$ cat src/sv/fau_pkg.sv
// Package for the fraction arithmetic unit: operation codes, status codes,
// widths and the front-to-back work record type. No dependencies.
`default_nettype none
package fau_pkg;
	localparam int OperandWidthDefault = 32;
	localparam int QueueDepthDefault = 2;
	localparam int MagWidth = 64;
	localparam int DenWidth = 62;

	localparam logic [2:0] MODE_REDUCE = 3'd1;
	localparam logic [2:0] MODE_ADD    = 3'd2;
	localparam logic [2:0] MODE_SUB    = 3'd3;
	localparam logic [2:0] MODE_MUL    = 3'd4;
	localparam logic [2:0] MODE_DIV    = 3'd5;

	localparam logic [1:0] ST_OK       = 2'd0;
	localparam logic [1:0] ST_ZERO_DEN = 2'd1;
	localparam logic [1:0] ST_DIV_ZERO = 2'd2;
	localparam logic [1:0] ST_BAD_MODE = 2'd3;

	typedef struct packed {
		logic [1:0]          status;
		logic                neg;
		logic [MagWidth-1:0] num_mag;
		logic [MagWidth-1:0] den_mag;
	} work_t;
endpackage
`default_nettype wire

$ cat src/sv/fau_back.sv
// Back end: binary gcd one step per cycle, then two restoring divisions by the
// gcd, one quotient bit per cycle, and the output register. Depends on fau_pkg.
`default_nettype none
module fau_back (
	input  wire logic           clk,
	input  wire logic           arst_n,
	input  wire logic           wk_valid,
	output logic                wk_ready,
	input  wire fau_pkg::work_t wk,
	output logic                out_valid,
	input  wire logic           out_ready,
	output logic [63:0]         res_num,
	output logic [61:0]         res_den,
	output logic [1:0]          res_status
);
	import fau_pkg::*;

	typedef enum logic [2:0] {S_IDLE, S_GCD, S_DIVN, S_DIVD, S_OUT} state_t;

	state_t        state_q;
	logic [63:0]   u_q, v_q, g_q, nm_q, dm_q, rem_q, quo_q;
	logic [6:0]    sh_q, cnt_q;
	logic [1:0]    st_q;
	logic          neg_q;
	logic [63:0]   u_sub;
	logic [64:0]   trial;

	assign wk_ready = (state_q == S_IDLE);
	assign out_valid = (state_q == S_OUT);
	assign u_sub = (u_q > v_q) ? (u_q - v_q) : (v_q - u_q);
	assign trial = {rem_q, quo_q[63]} - {1'b0, g_q};

	always_ff @(posedge clk or negedge arst_n) begin
		if (!arst_n) begin
			state_q <= S_IDLE;
		end else begin
			case (state_q)
				S_IDLE: begin
					if (wk_valid) begin
						st_q <= wk.status;
						neg_q <= wk.neg;
						nm_q <= wk.num_mag;
						dm_q <= wk.den_mag;
						u_q <= wk.num_mag;
						v_q <= wk.den_mag;
						sh_q <= '0;
						state_q <= (wk.status != ST_OK) ? S_OUT : S_GCD;
						res_num <= '0;
						res_den <= '0;
						res_status <= wk.status;
					end
				end
				S_GCD: begin
					if (u_q == '0 || v_q == '0 || u_q == v_q) begin
						g_q <= (u_q == '0 && v_q == '0) ? 64'd1 :
							((u_q == '0) ? v_q << sh_q : u_q << sh_q);
						rem_q <= '0;
						quo_q <= nm_q;
						cnt_q <= '0;
						state_q <= S_DIVN;
					end else if (!u_q[0] && !v_q[0]) begin
						u_q <= u_q >> 1; v_q <= v_q >> 1; sh_q <= sh_q + 1'b1;
					end else if (!u_q[0]) begin
						u_q <= u_q >> 1;
					end else if (!v_q[0]) begin
						v_q <= v_q >> 1;
					end else begin
						u_q <= (u_q > v_q) ? u_sub >> 1 : u_q;
						v_q <= (u_q > v_q) ? v_q : u_sub >> 1;
					end
				end
				S_DIVN, S_DIVD: begin
					if (!trial[64]) begin
						rem_q <= trial[63:0];
						quo_q <= {quo_q[62:0], 1'b1};
					end else begin
						rem_q <= {rem_q[62:0], quo_q[63]};
						quo_q <= {quo_q[62:0], 1'b0};
					end
					cnt_q <= cnt_q + 1'b1;
					if (cnt_q == 7'd63) begin
						if (state_q == S_DIVN) begin
							nm_q <= {quo_q[62:0], !trial[64]};
							rem_q <= '0;
							quo_q <= dm_q;
							cnt_q <= '0;
							state_q <= S_DIVD;
						end else begin
							res_num <= (neg_q && nm_q != '0) ? (64'd0 - nm_q) : nm_q;
							res_den <= {quo_q[60:0], !trial[64]};
							res_status <= ST_OK;
							state_q <= S_OUT;
						end
					end
				end
				S_OUT: if (out_ready) state_q <= S_IDLE;
				default: state_q <= S_IDLE;
			endcase
		end
	end
endmodule
`default_nettype wire

$ cat config.mk
export PLATFORM = sky130hd
export DESIGN_NAME = fau_back
export DESIGN_NICKNAME = d
export VERILOG_FILES = /design/src/sv/fau_pkg.sv /design/src/sv/fau_back.sv
export SDC_FILE = /design/constraint.sdc
export NUM_CORES = 2
export LEC_CHECK = 0
export BUFFER_PORTS_ARGS = -buffer_cell sky130_fd_sc_hd__buf_2
export CORE_MARGIN = 5
export CORE_UTILIZATION = 40
export CTS_BUF_LIST = sky130_fd_sc_hd__clkbuf_8
export CTS_CLUSTER_SIZE = 24
export DETAILED_ROUTE_END_ITERATION = 16
export GPL_TIMING_DRIVEN = 0
export PLACE_DENSITY_LB_ADDON = 0.1
export SYNTH_ARGS = -nofsm -noshare
export SYNTH_HDL_FRONTEND = slang
export SYNTH_SLANG_ARGS = --single-unit
$ cat constraint.sdc
create_clock -name clk -period 17.31 [get_ports clk]
set_input_delay 4.3275 -clock clk [delete_from_list [all_inputs] [get_ports clk]]
set_output_delay 4.3275 -clock clk [all_outputs]
set_load 0.02 [all_outputs]
==> impl_metrics.toml <==
[setup_path]
reg2reg_from = "u_q[63]"
crit_path_cell_trace = "nor4_1 -> nand4_1 -> nor4_2 -> clkbuf_1 -> clkbuf_1 -> a21oi_1 -> mux2i_1 -> mux2i_1 -> mux2i_1 -> mux2i_1 -> o22a_1 -> o21ai_0"
cp_max_fo = 10
critical_path.startpoint_type = "register"
worst_path_max_delay_cell = "nor4_1"
critical_path_required_ns = 17.81
cp_top_family = "simple AND/OR/NAND/NOR gates"
critPathBufInv = 2
max_stage_delay_ns = 1.07
arrival_ns = 7.59
crit_path_frequent_cell = "mux2i_1"
worst_setup_path_end_kind = "register"
criticalPathCategory = "register to register"
crit_path_start = "u_q[63]"

[timing]
clock_period_minus_final_worst_setup_slack_ns = 7.09
final.setup.tns_ns = 0
grt_setup_unrepaired = "no"
clock.fmax_mhz = 141
layout_worst_path_cycle_share = 0.410
hold-worst-slack_ns = 0.518
worst_pin_slew_ns = 1.45
timing.slew.headroom = 0.0188
skew_ns = 0.0510
setup_viol_count_final = 0
fin_hold_viols = 0
final_max_slew_viol_count = 0
setup_slack_ns = 10.22

[synth]
mappedNetlistNets = 4812
synth_enable_flop_cells = 591
synth.yosys.seq_area_share = 0.432
yosysUniqueCellTypes = 88
synth_warn = 0
synth_cells = 4477
syn-mean-instance-area_um2 = 9.22
synth_ff_type = "edfxtp_1"
asyncSetResetFlopFracSynth = 0.00505
syn_area_um2 = 41300
postSynthRegisterBits = 594

[floorplan]
starting_density_of_the_core = 0.404
fp-row-count = 117
die_area_um2 = 110000
die_height_um = 331
die-width_um = 331
fp.coreArea_um2 = 102000
design.portCount = 265

[drt]
viasPerCell = 5.95
drtAntennaViolNets = 0
routed_wire_length_per_instance_um = 28.7
drc_marker_count_from_the_first_detailed_route_iteration = 3970
dr_wl_met3_mm = 15.5
met1Wirelength_mm = 72.3
route.top_layer_used = "met5"
detailroute.wirelength.met2_mm = 83.7
route.final.wire_length_mm = 182
drt-pass1-iter-count = 8
route.detailed.drc = 0
route.vias.total = 37700

[clocking]
cts_buffers = 108
ctsHoldBuffers = 0
tritoncts = "yes"
cts-resized-gates = 0
cts_root_buffer = "clkbuf_8"
cts.sinks = 594
postCtsSetupBuffers = 0
htree_num_levels = 3
worstSkewPairLatency_ns = 0.80
clock_path_buffers = 3
clk_transition_reported_paths_ns = 0.07

[placed_design]
dp_worst_setup_slack_ns = 10.59
gp_congestion = 1.06
place_hpwl_mm = 148
placement.cell_area_um2 = 44900
place.port_buffers = 264
post-place-cells = 6135

[pwr]
leakagePower_nw = 19.4
power.density_nw_per_um2 = 151
worst_case_vdd_ir_drop_mv = 0.0711
finalPower_mw = 7.08

[cells_and_area]
layout.cells.non_filler = 6334
seq_area_um2 = 17800
postLayoutCellArea_um2 = 46900
fin_util = 0.459
area.growth.synth_to_final_pct = 13.6
fill_cells = 10300
final_net_count = 5212
share_of_final_layout_standard_cells_stronger_than_drive_strength_1 = 0.0996
multi_input_comb_area_um2 = 21300

[global_routing]
grt_antenna_before_repair = 8
globalRouteOverflowTotal = 0
grt_start_max_net_pins = 63
grt_first_pass_wirelength_mm = 256
first_global_vias = 36500
groute.usage.overall = 0.320

[min_path]
hp-class = "register to register"
hold_start = "dm_q[57]"

[job]
maxCapViolCount = 1

[run_status]
violations = "capacitance limit"
outcome = "finished, violations left"
## per-layer routing
layer | GRT usage | vias to the layer above
li1 | - | 17200
met2 | 0.529 | 1809
met1 | 0.407 | 18200
met3 | 0.0592 | 468
met4 | 0.152 | 2
met5 | 0 | -
## cell type report
| cell class | instances | share of cell area |
|---|---|---|
| Clock buffer | 109 | 0.0320 |
| Inverter | 310 | 0.0248 |
| Buffer | 268 | 0.0225 |
| Tap cell | 1368 | 0.0365 |
| Sequential cell | 594 | 0.380 |
| Multi-Input combinational cell | 3305 | 0.454 |
| Antenna cell | 5 | 0.000267 |
| Timing Repair Buffer | 290 | 0.0393 |
| Clock inverter | 85 | 0.0105 |
## registers in the layout, indices dropped and copies added, names as in the netlist
name and flops:
g_q 64, dm_q 64, res_status 2, quo_q 64, v_q 64, res_den 62
nm_q 64, cnt_q 7, res_num 64, rem_q 64, state_q 3, sh_q 7
neg_q 1, u_q 64
## kinds of logic after synthesis
logic type                 after synthesis  synth area share
muxes                                  232            0.0570
buffers and inverters                  578            0.0537
AOI/OAI and AO/OA                     1274             0.198
adders and majority gates              200            0.0612
and+or+nand+nor                       1370             0.150
DFF                                    594             0.432
xor gates and xnor gates               229            0.0488
## layout by cell type, fill, tap and decap left out, types with 12 or more instances in the layout
cell	netlist	final
o22a_1	15	15
o21bai_1	49	49
nand4_1	59	59
nor2b_1	20	20
o211ai_1	16	16
inv_1	308	337
buf_1	45	45
buf_2	8	273
nor2_1	415	415
mux2i_1	226	226
a21oi_1	462	460
a221oi_1	51	51
and2_1	26	26
xor2_1	103	103
edfxtp_1	591	591
o21ai_0	238	238
o31ai_1	27	27
clkbuf_8	0	109
nor4_1	47	46
nand2_1	509	509
a21o_1	106	106
nor3_1	105	103
clkinv_1	1	27
a21boi_0	13	13
o221ai_1	12	12
or3_1	35	35
o21a_1	27	27
o22ai_1	21	21
clkinv_2	0	16
ha_1	197	197
a211oi_1	34	34
xnor2_1	125	125
nand3_1	42	42
and3_1	38	36
clkbuf_1	208	208
a31oi_1	30	30
nand2b_1	30	30
a221o_1	68	68
## path summary, 6_finish.rpt
path | end | slack (ns) | depth (start not counted)
min in group asynchronous | state_q[2] | 3.41 | 1
min reg2reg | quo_q[57] | 0.52 | 1
min | quo_q[57] | 0.52 | 1
max | g_q[47] | 10.22 | 12
max in group asynchronous | state_q[1] | 13.71 | 1
max reg2reg | g_q[47] | 10.22 | 12
## Yosys cell counts, drive strengths merged, types with 9 or more instances
master	number	share of area
clkbuf	208	0.019
nand2	509	0.046
a221o	68	0.016
nand2b	31	0.0049
o211ai	16	0.0029
or3	36	0.0056
nor2	416	0.038
o41ai	14	0.0038
o22ai	21	0.0032
o21bai	49	0.0089
xor2	103	0.022
nand3	42	0.0051
nor3	105	0.013
o21a	28	0.0051
and3	38	0.0058
or2	9	0.0014
o221ai	12	0.0025
o31ai	27	0.0049
a21o	106	0.019
nor2b	20	0.0030
o31a	9	0.0019
o21ai	255	0.031
a211o	11	0.0023
a31oi	30	0.0045
a211oi	35	0.0065
xnor2	126	0.027
nand4	60	0.0092
a221oi	52	0.011
a22o	11	0.0023
and2	27	0.0041
edfxtp	591	0.43
ha	197	0.060
a21oi	462	0.056
inv	309	0.028
a21boi	13	0.0024
nor4	47	0.0071
o22a	15	0.0032
mux2i	226	0.055
buf	60	0.0066
## power breakdown
group / internal [mW] / switching [mW]
Clock: 0.624 / 0.664
Combinational: 1.13 / 2.53
Sequential: 1.86 / 0.275
Total: 3.61 / 3.47
(Power assumes the default switching activity.)
