[src/sv/fau_pkg.sv]
// Package for the fraction arithmetic unit: operation codes, status codes,
// widths and the front-to-back work record type. No dependencies.
`default_nettype none
package fau_pkg;
	localparam int OperandWidthDefault = 32;
	localparam int QueueDepthDefault = 2;
	localparam int MagWidth = 64;
	localparam int DenWidth = 62;

	localparam logic [2:0] MODE_REDUCE = 3'd1;
	localparam logic [2:0] MODE_ADD    = 3'd2;
	localparam logic [2:0] MODE_SUB    = 3'd3;
	localparam logic [2:0] MODE_MUL    = 3'd4;
	localparam logic [2:0] MODE_DIV    = 3'd5;

	localparam logic [1:0] ST_OK       = 2'd0;
	localparam logic [1:0] ST_ZERO_DEN = 2'd1;
	localparam logic [1:0] ST_DIV_ZERO = 2'd2;
	localparam logic [1:0] ST_BAD_MODE = 2'd3;

	typedef struct packed {
		logic [1:0]          status;
		logic                neg;
		logic [MagWidth-1:0] num_mag;
		logic [MagWidth-1:0] den_mag;
	} work_t;
endpackage
`default_nettype wire

[src/sv/fau_queue.sv]
// Short queue between the front and back ends of the fraction unit.
// Depends on fau_pkg for the work record type.
`default_nettype none
module fau_queue #(
	parameter int DEPTH = fau_pkg::QueueDepthDefault
) (
	input  wire logic           clk,
	input  wire logic           arst_n,
	input  wire logic           wr_valid,
	output logic                wr_ready,
	input  wire fau_pkg::work_t wr_data,
	output logic                rd_valid,
	input  wire logic           rd_ready,
	output fau_pkg::work_t      rd_data
);
	import fau_pkg::*;
	localparam int AW = (DEPTH > 1) ? $clog2(DEPTH) : 1;

	work_t            mem_q [DEPTH];
	logic [AW-1:0]    wp_q, rp_q;
	logic [AW:0]      cnt_q;
	logic             wr_en, rd_en;

	assign wr_ready = (cnt_q != (AW+1)'(DEPTH));
	assign rd_valid = (cnt_q != '0);
	assign rd_data = mem_q[rp_q];
	assign wr_en = wr_valid && wr_ready;
	assign rd_en = rd_valid && rd_ready;

	always_ff @(posedge clk or negedge arst_n) begin
		if (!arst_n) begin
			wp_q <= '0;
			rp_q <= '0;
			cnt_q <= '0;
		end else begin
			if (wr_en) wp_q <= (wp_q == AW'(DEPTH-1)) ? '0 : wp_q + 1'b1;
			if (rd_en) rp_q <= (rp_q == AW'(DEPTH-1)) ? '0 : rp_q + 1'b1;
			cnt_q <= cnt_q + (AW+1)'(wr_en) - (AW+1)'(rd_en);
		end
	end

	always_ff @(posedge clk) begin
		if (wr_en) mem_q[wp_q] <= wr_data;
	end
endmodule
`default_nettype wire

[config.mk]
export PLATFORM = sky130hd
export DESIGN_NAME = fau_queue
export DESIGN_NICKNAME = d
export VERILOG_FILES = /design/src/sv/fau_pkg.sv /design/src/sv/fau_queue.sv
export SDC_FILE = /design/constraint.sdc
export NUM_CORES = 1
export LEC_CHECK = 0
export BUFFER_PORTS_ARGS = -buffer_cell sky130_fd_sc_hd__buf_4
export CORE_MARGIN = 1
export CORE_UTILIZATION = 32
export DETAILED_ROUTE_END_ITERATION = 10
export GPL_TIMING_DRIVEN = 0
export PLACE_DENSITY = 0.66
export SYNTH_ARGS = -nofsm -noshare
export SYNTH_HDL_FRONTEND = slang
export SYNTH_SLANG_ARGS = --single-unit
export TNS_END_PERCENT = 100
[constraint.sdc]
create_clock -name clk -period 7 [get_ports clk]
set_input_delay 1.4 -clock clk [delete_from_list [all_inputs] [get_ports clk]]
set_output_delay 1.4 -clock clk [all_outputs]
set_load 0.01 [all_outputs]
==> results of run 1 <==
metal layers:
layer	GRT usage	vias to the layer above	routed length (µm)	part of all wire
met4	0.0357	0	384	0.019
met5	0	-	0	0
met3	0.0411	28	1710	0.086
met2	0.209	178	10100	0.51
li1	-	2310	-	-
met1	0.136	2433	7590	0.38
area by class of cell:
type                            instances  area, µm²  share of cell area
Multi-Input combinational cell        149       1910               0.141
Sequential cell                       266       7970               0.591
Clock inverter                          9       65.1             0.00483
Buffer                                 15        141              0.0105
Tap cell                              396        495              0.0368
Clock buffer                           39        763              0.0566
Timing Repair Buffer                  273       2140               0.159
metrics by stage:
stage	cells	total power, mW	worst slack (ns)
6_report	1147	5.59	3.73
4_1_cts	1147	5.70	3.65
3_5_place_dp	1099	4.32	3.81
3_3_place_gp	1093	4.32	-0.716
5_1_grt	1147	5.87	3.63
2_1_floorplan	430	3.46	1.67
power breakdown:
part / internal (mW) / switching (mW)
sequential: 2.17 / 0.0822
combinational: 1.07 / 0.908
clock: 0.788 / 0.565
total: 4.03 / 1.56
worst max path at each step:
stage | endpoint | slack (ns) | cells after the start | startpoint
final | rd_data[58] | 3.73 | 5 | rp_q
after global routing | rd_data[58] | 3.63 | 5 | rp_q
after CTS | rd_data[58] | 3.65 | 5 | rp_q
after detailed placement | mem_q[0][81] | 3.81 | 5 | wr_valid
after global placement | mem_q[0][37] | -0.72 | 3 | wr_valid
after floorplan | mem_q[0][0] | 1.67 | 2 | wr_valid
cells in the final DEF, fill, tap and decap left out, types with 2 or more instances in the layout:
cell / Yosys / final
clkbuf_1: 0 / 10
xnor2_1: 3 / 3
edfxtp_1: 262 / 262
buf_4: 0 / 267
mux2_4: 80 / 80
clkinv_1: 0 / 4
nor2_1: 3 / 2
clkbuf_16: 0 / 29
buf_6: 9 / 9
mux2_2: 51 / 51
nand2_1: 2 / 2
buf_16: 0 / 2
dfrtp_1: 4 / 4
clkinv_2: 0 / 4
buf_12: 0 / 4
buf_2: 5 / 5
critical path: cells and delay by family, from the launching register on:
kind	cells	cell delay (ns)
buffers and inverters	4	0.66
DFF	1	0.34
muxes	1	0.32
flip-flops by register name (all words and copies together), names as in the netlist:
| register | cells |
|---|---|
| mem_q | 262 |
| cnt_q | 2 |
| rp_q | 1 |
| wp_q | 1 |
cell families (layout without fill, tap and decap cells):
| kind of cell | count (synthesis) | in the layout | share of synthesized area |
|---|---|---|---|
| AOI/OAI and AO/OA | 4 | 4 | 0.00313 |
| xor gates and xnor gates | 3 | 3 | 0.00263 |
| adders and majority gates | 1 | 1 | 0.00125 |
| buffers and inverters | 15 | 336 | 0.0141 |
| DFF | 266 | 266 | 0.796 |
| muxes | 131 | 131 | 0.177 |
| and+or+nand+nor | 10 | 10 | 0.00488 |
==> flow_summary.ini, run 1 <==
[status]
outcome = finished clean

[cts]
cts_resized = 0
cts_made_buffers = 28
root_buffer = clkbuf_16
post_cts_buffers = 0
clkTransAtPathRegs_ns = 0.06
clock-sinks = 266
cts_buffer_depth = 3
cts_tree = done
htreeDepth = 1
clock_latency_ns = 0.53
hold_buffers = 0

[layout]
finalInstanceArea_mm2 = 0.0135
n_antenna_cell = 0
fillers = 2718
utilization = 0.439
fin_nets = 869
drive_above_1_share = 0.609
syn2layout_area_growth_pct = 34.7

[yosys]
syn_inst = 430
syn_area_per_cell_um2 = 23.3
syn_nets = 566
synth_edf_count = 262
synth_cell_types = 20
synth_area_mm2 = 0.0100
synth_area_leaders = edfxtp_1, mux2_4, mux2_2
async_reset_ff_frac = 0.0150
synth_most_common_cell = edfxtp_1
synth_ff_type = edfxtp_1
netlist_top_cells_count = edfxtp_1, mux2_4, mux2_2
yosysSeqAreaShare = 0.796
synth-seq-cells = 266
yosys_warnings = 0
synth.top_cell.area_share = 0.786
synth_largest_area_cell = edfxtp_1

[worst_hold_path]
worst_hold_path_type = reg2reg
min_to = wp_q
holdPathStages = 1
worstHoldStart = wp_q

[critical_path]
crit_path_max_fanout = 10
cp.required_ns = 5.60
r2r_end = mem_q[0][35]
crit_slowest_cell = dfrtp_1
r2r_start = cnt_q[0]
crit_arrival_ns = 1.87
r2r_slack_ns = 4.79
timing.reg2reg.worst_path_depth = 5
cpMostUsedCell = buf_6
critical_path_class = reg2out
cp-end-kind = output port
slowest_delay_ns = 0.34
path_cells = buf_6, buf_8, buf_6, mux2_4, buf_4
start_kind = flip-flop

[die]
fp.dieW_um = 179
dieArea_mm2 = 0.0320
coreArea_mm2 = 0.0307
fp-row-count = 64
ios = 268
initial_core_util = 0.326
dieHeight_um = 179

[power]
power_leakage_nw = 5.22
power_density_mw_per_mm2 = 414
vdd_drop_max_uv = 205

[sta]
hold_violations = 0
fin_worst_skew_ns = 0.0172
slew-limit-headroom = 0.461
fin_crit_sh = 0.468
final-setup-viol-count = 0
layout_min_cycle_time_ns = 3.27
clock.fmax_mhz = 305
whs_ns = 0.556
tns_ns = 0
rsz0062_at_grt = no
slew_violations = 0
worstMarginPinSlew_ns = 0.807

[detailed_routing]
drt-vias-per-instance = 4.31
drt_iter0_markers = 179
dr.pass1.iters = 4
vias = 4949
ant_nets = 0
wirelength_um = 19800
wire_per_inst_um = 17.2
drc = 0

[grt]
grt_pass1_vias = 5263
grt_remaining_overflow = 0
grt_max_degree = 60
antenna_found_initial = 0
grt_pass1_wl_um = 29100
grt_usage = 0.119

[placement]
place_congestion = 0.681
placed_area_mm2 = 0.0127
hpwl_um = 13700
portBuffers = 267

[flow_run]
cap_violations = 0
No activity file was read; power rests on OpenSTA's default activity.
==> run 2, diff against run 1 <==
--- a/config.mk
+++ b/config.mk
@@ -10,7 +10,7 @@
 export CORE_UTILIZATION = 32
 export DETAILED_ROUTE_END_ITERATION = 10
 export GPL_TIMING_DRIVEN = 0
-export PLACE_DENSITY = 0.66
+export PLACE_DENSITY = 0.64
 export SYNTH_ARGS = -nofsm -noshare
 export SYNTH_HDL_FRONTEND = slang
 export SYNTH_SLANG_ARGS = --single-unit
==> constraint.sdc (replaced) <==
create_clock -name clk -period 3.4 [get_ports clk]
set_input_delay 0.68 -clock clk [delete_from_list [all_inputs] [get_ports clk]]
set_output_delay 0.68 -clock clk [all_outputs]
set_load 0.01 [all_outputs]
==> flow_summary.ini, run 2 (same netlist as run 1, synthesis figures left out) <==
[status]
outcome = finished clean

[critical_path]
critical_path_class = reg2out
crit_slowest_cell = dfrtp_1
start_kind = flip-flop
crit_arrival_ns = 1.85
crit_path_max_fanout = 10
cpMostUsedCell = buf_6
path_delay_family = buffers and inverters
path_cells = buf_6, buf_8, buf_6, mux2_4, buf_4
slowest_delay_ns = 0.33
cp-end-kind = output port
critPathBufInv = 4
cp.required_ns = 2.72

[cts]
root_buffer = clkbuf_16
clock_latency_ns = 0.53
cts_made_buffers = 28
cts_resized = 0
cts_buffer_depth = 3
clock-sinks = 266
htreeDepth = 1
clkTransAtPathRegs_ns = 0.06
cts_tree = done

[sta]
tns_ns = 0
layout_min_cycle_time_ns = 2.53
worstMarginPinSlew_ns = 0.842
whs_ns = 0.328
slew-limit-headroom = 0.437
final-setup-viol-count = 0
slew_violations = 0
hold_violations = 0
rsz0062_at_grt = no
fin_worst_skew_ns = 0.00699
clock.fmax_mhz = 396
fin_crit_sh = 0.743

[power]
p_seq_frac = 0.400
switching_power_mw = 3.22
power_density_mw_per_mm2 = 857
swShare = 0.278
p_clk_frac = 0.248
vdd_drop_max_uv = 440
p_int_mw = 8.36
power_leakage_nw = 5.23
power_frac_comb = 0.352

[detailed_routing]
drt_iter0_markers = 219
drc = 0
dr.pass1.iters = 4
wirelength_um = 19800
vias = 4948
drt-vias-per-instance = 4.30
wire_per_inst_um = 17.2
ant_nets = 0

[placement]
hpwl_um = 13500
place_congestion = 0.670
placed_area_mm2 = 0.0126
portBuffers = 267

[die]
dieArea_mm2 = 0.0320
fp-row-count = 64
fp.dieW_um = 179
coreArea_mm2 = 0.0307
dieHeight_um = 179
initial_core_util = 0.326
ios = 268

[layout]
fin_nets = 870
drive_above_1_share = 0.607
top_register = mem_q
largest_register_ffs = 262
finalInstanceArea_mm2 = 0.0135
syn2layout_area_growth_pct = 35.2
reg_top3 = mem_q x262, cnt_q x2
final_common_cell = buf_4
utilization = 0.441
final_cell_mix = buf_4, edfxtp_1, mux2_4

[grt]
grt_max_degree = 55
grt_remaining_overflow = 0
grt_pass1_wl_um = 28300
grt_pass1_vias = 5001
antenna_found_initial = 1
grt_usage = 0.117

[worst_hold_path]
worst_hold_path_type = in2reg

[flow_run]
cap_violations = 0
[run 2: cell types whose count changed in the layout (fill, tap and decap cells not counted), sizes merged]
| cell | previous run | this run |
|---|---|---|
| clkbuf | 39 | 35 |
| diode | 0 | 1 |
| clkinv | 8 | 12 |
| clkinvlp | 0 | 1 |
| bufinv | 1 | 2 |
| dlygate4sd3 | 0 | 1 |
[run 2: metal layers]
metal  GRT usage  routed length [µm]
met5           0                   0
met3      0.0428                1770
met2       0.204                9950
met1       0.135                7790
met4      0.0290                 308
[run 2: repair_timing]
item                                   CTS  global route
hold buffers                             1             0
setup buffers                            0             0
endpoints found under the hold margin    4             0
[run 2: stage by stage]
| step | power, mW | cells | setup slack, ns |
|---|---|---|---|
| global placement | 8.83 | 1093 | -1.20 |
| global route | 12.2 | 1150 | 0.772 |
| floorplan | 7.06 | 430 | 0.256 |
| finish | 11.6 | 1151 | 0.873 |
| detailed placement | 8.90 | 1099 | 0.921 |
| CTS | 11.8 | 1150 | 0.800 |
[run 2: worst paths after layout]
kind                                 endpoint  depth (start not counted)  slack (ns)    startpoint
worst max register to register   mem_q[0][69]                          5        1.14      cnt_q[0]
max in group asynchronous                rp_q                          2        2.82        arst_n
min in group asynchronous            cnt_q[0]                          2        0.48        arst_n
worst min register to register           wp_q                          1        0.55          wp_q
worst max-delay path              rd_data[64]                          5        0.87          rp_q
worst min-delay path            mem_q[0][130]                          1        0.33  wr_data[130]
[run 2: power groups by stage]
stage	clock (mW)	sequential (mW)	combinational [mW]
finish	2.87	4.64	4.08
global route	3.10	4.70	4.39
CTS	2.97	4.64	4.20
detailed placement	0	4.71	4.19
global placement	0	4.77	4.06
floorplan	0	4.71	2.35
[run 2: final cells by class]
class                      instances  area [µm²]
clock inverter                    15         116
timing repair buffer             274        2140
clock buffer                      35         748
multi-input combinational        149        1910
buffer                            15         141
fill                            2740       17100
tap                              396         495
antenna                            1        2.50
sequential                       266        7970
